**config.mk**
```make
export PLATFORM = sky130hd
export DESIGN_NAME = flash_job_control_and_status
export DESIGN_NICKNAME = d
export VERILOG_FILES = /design/src/rtl/core/fjcs_pkg.sv /design/src/rtl/core/fjcs_decode.sv /design/src/rtl/core/flash_job_control_and_status.sv
export SDC_FILE = /design/constraint.sdc
export NUM_CORES = 1
export LEC_CHECK = 0
export BUFFER_PORTS_ARGS = -buffer_cell sky130_fd_sc_hd__buf_2
export CAP_MARGIN = 20
export CORE_MARGIN = 2
export CORE_UTILIZATION = 30
export CTS_BUF_LIST = sky130_fd_sc_hd__clkbuf_2 sky130_fd_sc_hd__clkbuf_4 sky130_fd_sc_hd__clkbuf_8
export DETAILED_ROUTE_END_ITERATION = 12
export PLACE_DENSITY = 0.57
export SLEW_MARGIN = 20
export SYNTH_ARGS = -nofsm -noshare
export SYNTH_HDL_FRONTEND = slang
export SYNTH_SLANG_ARGS = --single-unit
```
**constraint.sdc**
```tcl
create_clock -name clk -period 6.9 [get_ports clk]
set_input_delay 1.38 -clock clk [delete_from_list [all_inputs] [get_ports clk]]
set_output_delay 1.38 -clock clk [all_outputs]
set_load 0.05 [all_outputs]
```
**src/rtl/core/fjcs_pkg.sv**
```systemverilog
// Shared types, codes and register constants for the flash job controller.
`timescale 1ns / 1ps

package fjcs_pkg;

	localparam int unsigned LastSector = 7;

	localparam logic [1:0] FUNC_POLL  = 2'd0;
	localparam logic [1:0] FUNC_ERASE = 2'd1;
	localparam logic [1:0] FUNC_WRITE = 2'd2;

	localparam logic [2:0] RES_OK    = 3'd0;
	localparam logic [2:0] RES_BUSY  = 3'd1;
	localparam logic [2:0] RES_FAIL  = 3'd2;
	localparam logic [2:0] RES_WPROT = 3'd3;
	localparam logic [2:0] RES_ALIGN = 3'd4;

	localparam logic CFG_DRIVER_ENABLED = 1'b0;
	localparam logic CFG_TIMEOUT_LIMIT  = 1'b1;

	localparam logic [19:0] TIMEOUT_RESET = 20'd1000000;

	localparam logic [16:0] CR_PG        = 17'h00001;
	localparam logic [16:0] CR_SER       = 17'h00002;
	localparam logic [16:0] CR_SNB_MASK  = 17'h00078;
	localparam logic [16:0] CR_PSIZE_MSK = 17'h00300;
	localparam logic [16:0] CR_PSIZE_32  = 17'h00200;
	localparam logic [16:0] CR_STRT      = 17'h10000;

	localparam int unsigned SR_BSY_BIT = 16;
	localparam logic [8:0] SR_EOP    = 9'h001;
	localparam logic [8:0] SR_WRPERR = 9'h010;
	localparam logic [8:0] SR_PGERRS = 9'h0E2;
	localparam logic [8:0] SR_RDERR  = 9'h100;
	localparam logic [8:0] SR_ALL    = 9'h1F3;

	typedef struct packed {
		logic [1:0]  func;
		logic [16:0] status_word;
		logic [7:0]  sector;
		logic [31:0] address;
		logic [31:0] length;
		logic [31:0] data_word;
	} fjcs_req_t;

	typedef struct packed {
		logic [2:0]  job_result;
		logic [8:0]  status_clear_mask;
		logic [16:0] control_clear_mask;
		logic [16:0] control_set_mask;
		logic        flush_cache;
		logic        program_valid;
		logic [31:0] program_address;
		logic [31:0] program_data;
	} fjcs_result_t;

endpackage

```
**src/rtl/core/fjcs_decode.sv**
```systemverilog
// Job decode: turns one request and the poll count into a result and the next count.
`timescale 1ns / 1ps

module fjcs_decode (
	input  fjcs_pkg::fjcs_req_t    req,
	input  logic                   driver_enabled,
	input  logic [19:0]            timeout_limit,
	input  logic [19:0]            busy_poll_count,
	output fjcs_pkg::fjcs_result_t result,
	output logic [19:0]            count_next
);
	import fjcs_pkg::*;

	logic        busy;
	logic [19:0] count_inc;
	logic [8:0]  sw_flags;

	assign busy      = req.status_word[SR_BSY_BIT];
	assign count_inc = busy_poll_count + 20'd1;
	assign sw_flags  = req.status_word[8:0];

	always_comb begin
		result     = '0;
		count_next = busy_poll_count;
		unique case (req.func)
			FUNC_POLL: begin
				if (busy) begin
					if (count_inc >= timeout_limit) begin
						count_next                = '0;
						result.job_result         = RES_FAIL;
						result.control_clear_mask = CR_PG | CR_SER | CR_STRT;
					end else begin
						count_next        = count_inc;
						result.job_result = RES_BUSY;
					end
				end else begin
					count_next = '0;
					priority if ((sw_flags & SR_RDERR) != '0) begin
						result.job_result         = RES_FAIL;
						result.status_clear_mask  = SR_RDERR;
						result.control_clear_mask = CR_PG | CR_SER;
					end else if ((sw_flags & SR_WRPERR) != '0) begin
						result.job_result         = RES_WPROT;
						result.status_clear_mask  = SR_WRPERR;
						result.control_clear_mask = CR_PG | CR_SER;
					end else if ((sw_flags & SR_PGERRS) != '0) begin
						result.job_result         = RES_ALIGN;
						result.status_clear_mask  = SR_PGERRS;
						result.control_clear_mask = CR_PG | CR_SER;
					end else if ((sw_flags & SR_EOP) != '0) begin
						result.job_result         = RES_OK;
						result.status_clear_mask  = SR_EOP;
						result.control_clear_mask = CR_PG | CR_SER;
						result.flush_cache        = 1'b1;
					end else begin
						result.job_result = RES_OK;
					end
				end
			end
			FUNC_ERASE: begin
				priority if (!driver_enabled || req.sector > 8'(LastSector)) begin
					result.job_result = RES_FAIL;
				end else if (busy) begin
					result.job_result = RES_BUSY;
				end else begin
					count_next                = '0;
					result.job_result         = RES_BUSY;
					result.status_clear_mask  = SR_ALL;
					result.control_clear_mask = CR_SNB_MASK | CR_PG;
					result.control_set_mask   = {10'd0, req.sector[3:0], 3'd0} | CR_SER | CR_STRT;
				end
			end
			FUNC_WRITE: begin
				priority if (!driver_enabled) begin
					result.job_result = RES_FAIL;
				end else if (req.address[1:0] != 2'd0 || req.length[1:0] != 2'd0
						|| req.length == 32'd0) begin
					result.job_result = RES_ALIGN;
				end else if (busy) begin
					result.job_result = RES_BUSY;
				end else begin
					count_next                = '0;
					result.job_result         = RES_BUSY;
					result.status_clear_mask  = SR_ALL;
					result.control_clear_mask = CR_PSIZE_MSK | CR_SER;
					result.control_set_mask   = CR_PSIZE_32 | CR_PG;
					result.program_valid      = 1'b1;
					result.program_address    = req.address;
					result.program_data       = req.data_word;
				end
			end
			default: begin
				result.job_result = RES_FAIL;
			end
		endcase
	end

endmodule

```
**src/rtl/core/flash_job_control_and_status.sv**
```systemverilog
// Top level of the flash job controller: input register, decode, result register.
`timescale 1ns / 1ps
// An accepted item is held in the input register, then its decoded result in the result register.
// One item per cycle unless stalled; the poll count updates as an item leaves the input register.
// A result register parts the two sides, so an empty input register takes an item while a result waits.
// Reset clears the valid flags and poll count, disables the driver and sets the timeout to 1000000.

module flash_job_control_and_status (
	input  logic        clk,
	input  logic        arst_n,
	input  logic        cfg_valid,
	output logic        cfg_ready,
	input  logic        cfg_index,
	input  logic [19:0] cfg_data,
	input  logic        in_valid,
	output logic        in_stall,
	input  logic [1:0]  func,
	input  logic [16:0] status_word,
	input  logic [7:0]  sector,
	input  logic [31:0] address,
	input  logic [31:0] length,
	input  logic [31:0] data_word,
	output logic        out_valid,
	input  logic        out_stall,
	output logic [2:0]  job_result,
	output logic [8:0]  status_clear_mask,
	output logic [16:0] control_clear_mask,
	output logic [16:0] control_set_mask,
	output logic        flush_cache,
	output logic        program_valid,
	output logic [31:0] program_address,
	output logic [31:0] program_data
);
	import fjcs_pkg::*;

	logic         driver_enabled_q;
	logic [19:0]  timeout_limit_q;
	logic [19:0]  busy_poll_count_q;
	logic         valid_s1;
	fjcs_req_t    req_s1;
	logic         valid_s2;
	fjcs_result_t result_s2;
	fjcs_result_t result_d;
	logic [19:0]  count_next;
	logic         adv_s2;
	logic         adv_s1;

	assign cfg_ready = 1'b1;
	assign adv_s2    = !valid_s2 || !out_stall;
	assign adv_s1    = !valid_s1 || adv_s2;
	assign in_stall  = !adv_s1;

	always_ff @(posedge clk or negedge arst_n) begin
		if (!arst_n) begin
			driver_enabled_q <= 1'b0;
			timeout_limit_q  <= TIMEOUT_RESET;
		end else if (cfg_valid) begin
			unique case (cfg_index)
				CFG_DRIVER_ENABLED: driver_enabled_q <= cfg_data[0];
				CFG_TIMEOUT_LIMIT:  timeout_limit_q  <= cfg_data;
				default:            driver_enabled_q <= driver_enabled_q;
			endcase
		end
	end

	always_ff @(posedge clk or negedge arst_n) begin
		if (!arst_n) begin
			valid_s1 <= 1'b0;
		end else if (adv_s1) begin
			valid_s1 <= in_valid;
		end
	end

	always_ff @(posedge clk) begin
		if (adv_s1 && in_valid) begin
			req_s1.func        <= func;
			req_s1.status_word <= status_word;
			req_s1.sector      <= sector;
			req_s1.address     <= address;
			req_s1.length      <= length;
			req_s1.data_word   <= data_word;
		end
	end

	fjcs_decode u_decode (
		.req             (req_s1),
		.driver_enabled  (driver_enabled_q),
		.timeout_limit   (timeout_limit_q),
		.busy_poll_count (busy_poll_count_q),
		.result          (result_d),
		.count_next      (count_next)
	);

	always_ff @(posedge clk or negedge arst_n) begin
		if (!arst_n) begin
			valid_s2          <= 1'b0;
			busy_poll_count_q <= '0;
		end else if (adv_s2) begin
			valid_s2 <= valid_s1;
			if (valid_s1) begin
				busy_poll_count_q <= count_next;
			end
		end
	end

	always_ff @(posedge clk) begin
		if (adv_s2 && valid_s1) begin
			result_s2 <= result_d;
		end
	end

	assign out_valid          = valid_s2;
	assign job_result         = result_s2.job_result;
	assign status_clear_mask  = result_s2.status_clear_mask;
	assign control_clear_mask = result_s2.control_clear_mask;
	assign control_set_mask   = result_s2.control_set_mask;
	assign flush_cache        = result_s2.flush_cache;
	assign program_valid      = result_s2.program_valid;
	assign program_address    = result_s2.program_address;
	assign program_data       = result_s2.program_data;

endmodule

```
### After elaboration in Yosys (flattened, before gate mapping)

Cells that the tools add are included.

* register bits: 278
* output and inout bits: 115
* word-level logic and storage cells: 84

* $add $sub $neg: 1
* magnitude comparators: 2
* equality and inequality tests: 5
* multiplexer cells: 29
* bitwise logic cells: 4
* reduce and logical (&&, ||, !) cells: 24

Operator list (count)
* $mux 43: 5
* $mux 20: 6
* $mux 29: 3
* $pmux 26 s3: 1
* $mux 65: 1
* $pmux 20 s3: 1
* $mux 17: 2
* $pmux 17 s2: 1
* $logic_not 32->1: 1
* $add 20x1->20 const B: 1
* $ge 20x20->1: 1
* $mux 18: 1
* $mux 3: 3
* $mux 9: 1
* $pmux 3 s3: 1
* $reduce_bool 9->1: 1
* $gt 8x3->1 const B: 1
* $ne 2x2->1 const B: 3
* $reduce_and 6->1: 1
* $logic_not 1->1: 5
* $logic_or 1x1->1: 5
* $reduce_or 5->1: 1
* $mux 2: 2
* $not 1->1: 4
* other kinds (10): 13

### Logic depth before layout (Yosys ltp)

* word-level depth: 6
* depth in mapped cells: 15
* mapped depth without buffers: 13

### Hierarchy

A second synthesis with hierarchy kept.

* cell total of the unflattened synthesis: 720
* area, all modules: 11253.3 um2

Modules (own cells, without submodules)
* flash_job_control_and_status: instances 1, cells each 333, area an instance 8704.6 um2, sequential area each 8141.6 um2
* fjcs_decode: instances 1, cells each 387, area an instance 2548.7 um2, sequential area each 0.0 um2

### Worst setup path after synthesis

OpenSTA, ideal clock, no wires.

* path type: input port to flip-flop
* start point: input out_stall
* end point: register busy_poll_count_q[11]
* setup time: 66 ps
* data arrival time: 4750 ps
* required time: 6834 ps
* path slack: 2084 ps
* cell stages on the path: 6
* buffers on the path: 0
* path through: nand2_1 and2_1 nand2_1 a211o_4 nor3_4 a22o_1

* longest elaborated chain between the ends: 3

RTL lines
* start: declaration: RTL line flash_job_control_and_status.sv:24 `input logic out_stall,`
* $logic_not 1->1: RTL line flash_job_control_and_status.sv:49 `assign adv_s2 = !valid_s2 || !out_stall;`
* $logic_or 1x1->1: RTL line flash_job_control_and_status.sv:49
* $reduce_and 6->1 (no source line)
* end signal: assignment: RTL line flash_job_control_and_status.sv:101 `busy_poll_count_q <= count_next;`
* end: declaration: RTL line flash_job_control_and_status.sv:38 `logic [19:0] busy_poll_count_q;`

No other way between the ends.
A chain may end at the register's enable or synchronous reset.

==> metrics.yaml <==
p_leak_uw: 0.00501
area_growth_pct: 23.8
end_kind: "flop"
cts_tree: "yes"
fin_nets: 1070
period_minus_slack_ps: 4050
boundaryPins: 264
drv_slew: 0
power_density_mw_per_mm2: 279
postCtsSetupBuffers: 0
peakVddDrop_v: 0.000173
ys.warnings.count: 0
grt_max_degree: 81
synthCells: 638
drt-pass1-iter-count: 4
route.detailed.drc: 0
final_util: 0.379
ys_types: 57
synth_edf_count: 198
max_freq_ghz: 0.247
post_drt_wl_per_cell_um: 15.9
fin_crit_sh: 0.587
grt_usage: 0.125
ctsHoldBuffers: 0
setup-tns-final_ps: 0
hold_viol: 0
power_frac_seq: 0.515
arrival_ps: 4360
cts_sinks: 241
vias_per_cell: 4.33
required_ps: 7210
final_area_mm2: 0.0120
grt_setup_unrepaired: "false"
cts-root-buf: "clkbuf_8"
numPortBuffers: 234
hold-worst-slack_ps: 466
total_power_uw: 3350
fillers: 3047
internal-power_uw: 2470
placed_area_mm2: 0.0112
syn_avg_cell_area_um2: 15.2
clk_path_buf_depth: 3
wl_um: 21100
critPathMaxFanout: 7
setup_viol: 0
die_x_um: 184
syn_area_mm2: 0.00971
grt_pass1_vias: 5806
drtIter0Drc: 216
grt_overflow: 0
ys_seq_area_frac: 0.724
antenna_found_initial: 5
clkLatencyLatePin_ps: 560
ys_ff_latch: 241
slew_headroom: 0.331
row_count: 65
clk_pin_slew_worst_paths_ps: 60
design.core.area_mm2: 0.0317
status: "finished clean"
hpwl_um: 14800
final_common_cell: "buf_2"
p_sw_uw: 877
postRouteAntennaNets: 0
critPathLaunchType: "flop"
vias: 5746
cap_violations: 0
swShare: 0.262
die_y_um: 184
place_congestion: 0.766
layout_common_cells: "buf_2, edfxtp_1, and2_1"
cts_resized: 0
final_layout_size_suffix_gt1_frac: 0.369
htreeDepth: 2
tightest_slew_ps: 1000
grt_first_pass_wirelength_um: 32300
cts_buffers: 42
hold_path.class: "reg2reg"
critPathKind: "reg2reg"
ys.flop_type: "edfxtp_1"
ys_async_sr_fraction: 0.178
dieArea_mm2: 0.0338
start_util: 0.306
pwr-share-clk: 0.374
p_comb_frac: 0.110
fin_skew_ps: 35.9
metal layers:
layer	GRT usage	up-vias	routed length [µm]
li1	-	2813	-
met1	0.154	2688	8800
met2	0.201	192	10000
met3	0.0460	47	1740
met4	0.0470	6	527
met5	0	-	34
worst paths after layout:
check	start	to	slack, ps	depth (start not counted)
worst max-delay path	busy_poll_count_q[5]	job_result[1]	2850	12
worst min-delay path	valid_s1	out_valid	470	1
worst max register to register	busy_poll_count_q[5]	job_result[1]	2850	12
worst min register to register	valid_s1	out_valid	470	1
max in group asynchronous	arst_n	timeout_limit_q[15]	5670	1
min in group asynchronous	arst_n	busy_poll_count_q[0]	830	1
cells in the mapped netlist (all sizes together) (5+ instances only):
master | count | area, µm²
nor2 | 11 | 41.3
nand2 | 46 | 173
o21ai | 18 | 90.1
buf | 32 | 241
xnor2 | 13 | 114
a22o | 5 | 43.8
inv | 29 | 109
and2 | 67 | 419
nor3 | 10 | 71.3
dfstp | 7 | 184
nand3 | 13 | 70.1
nand4 | 11 | 68.8
nor4 | 14 | 93.8
dfrtp | 36 | 901
xor2 | 5 | 43.8
edfxtp | 198 | 5950
ha | 26 | 325
o31ai | 5 | 37.5
mux2 | 21 | 236
clkbuf | 13 | 50.0
a21oi | 14 | 70.1
critical path: stages, from the launching register on:
cell and delay (ps):
dfrtp_1 460, nand4_1 240, nor4_2 560, nand2_1 230, nor2_1 210, xor2_1 190, ha_1 270, a21o_1 180
a21o_1 200, a2111oi_4 410, a21boi_0 290, nand3_1 240, a31o_2 320
sequential cells by signal (all words and copies together) (netlist names):
name	cells
flush_cache	1
req_s1	114
driver_enabled_q	1
control_clear_mask	5
job_result	3
program_valid	1
busy_poll_count_q	20
program_address	32
timeout_limit_q	20
control_set_mask	6
valid_s1	1
out_valid	1
program_data	32
status_clear_mask	4
stage by stage:
stage	worst slack, ps	instances
3_3_place_gp	2890	1253
3_5_place_dp	2900	1253
2_1_floorplan	2080	659
6_report	2850	1328
5_1_grt	2460	1327
4_1_cts	2880	1326
power groups by stage:
stage	Clock [µW]	Sequential [µW]	Combinational, µW
detailed placement	0	1760	375
global route	1380	1740	399
global placement	0	1750	373
floorplan	0	1860	159
CTS	1310	1730	376
finish	1250	1730	369
kinds of logic (layout without fill, tap and decap cells):
family | Yosys count | in the layout | share of synthesized area
other cells | 2 | 25 | 0.000774
flops | 241 | 241 | 0.724
compound gates | 64 | 64 | 0.0483
buf+inv | 74 | 339 | 0.0413
fa+ha+maj | 26 | 26 | 0.0335
mux | 21 | 21 | 0.0244
simple gates | 192 | 192 | 0.111
xor+xnor | 18 | 18 | 0.0162
area by class of cell:
cell class,instances,area (µm²),share of cell area
flip-flops and latches,241,7030,0.585
multi-input cells,344,2360,0.197
repair buffers,237,1200,0.0996
clock buffers,55,676,0.0563
well taps,402,503,0.0419
clock inverters,18,128,0.0106
inverters,29,109,0.00906
diodes,2,5.00,0.000417
(Power assumes the default switching activity.)
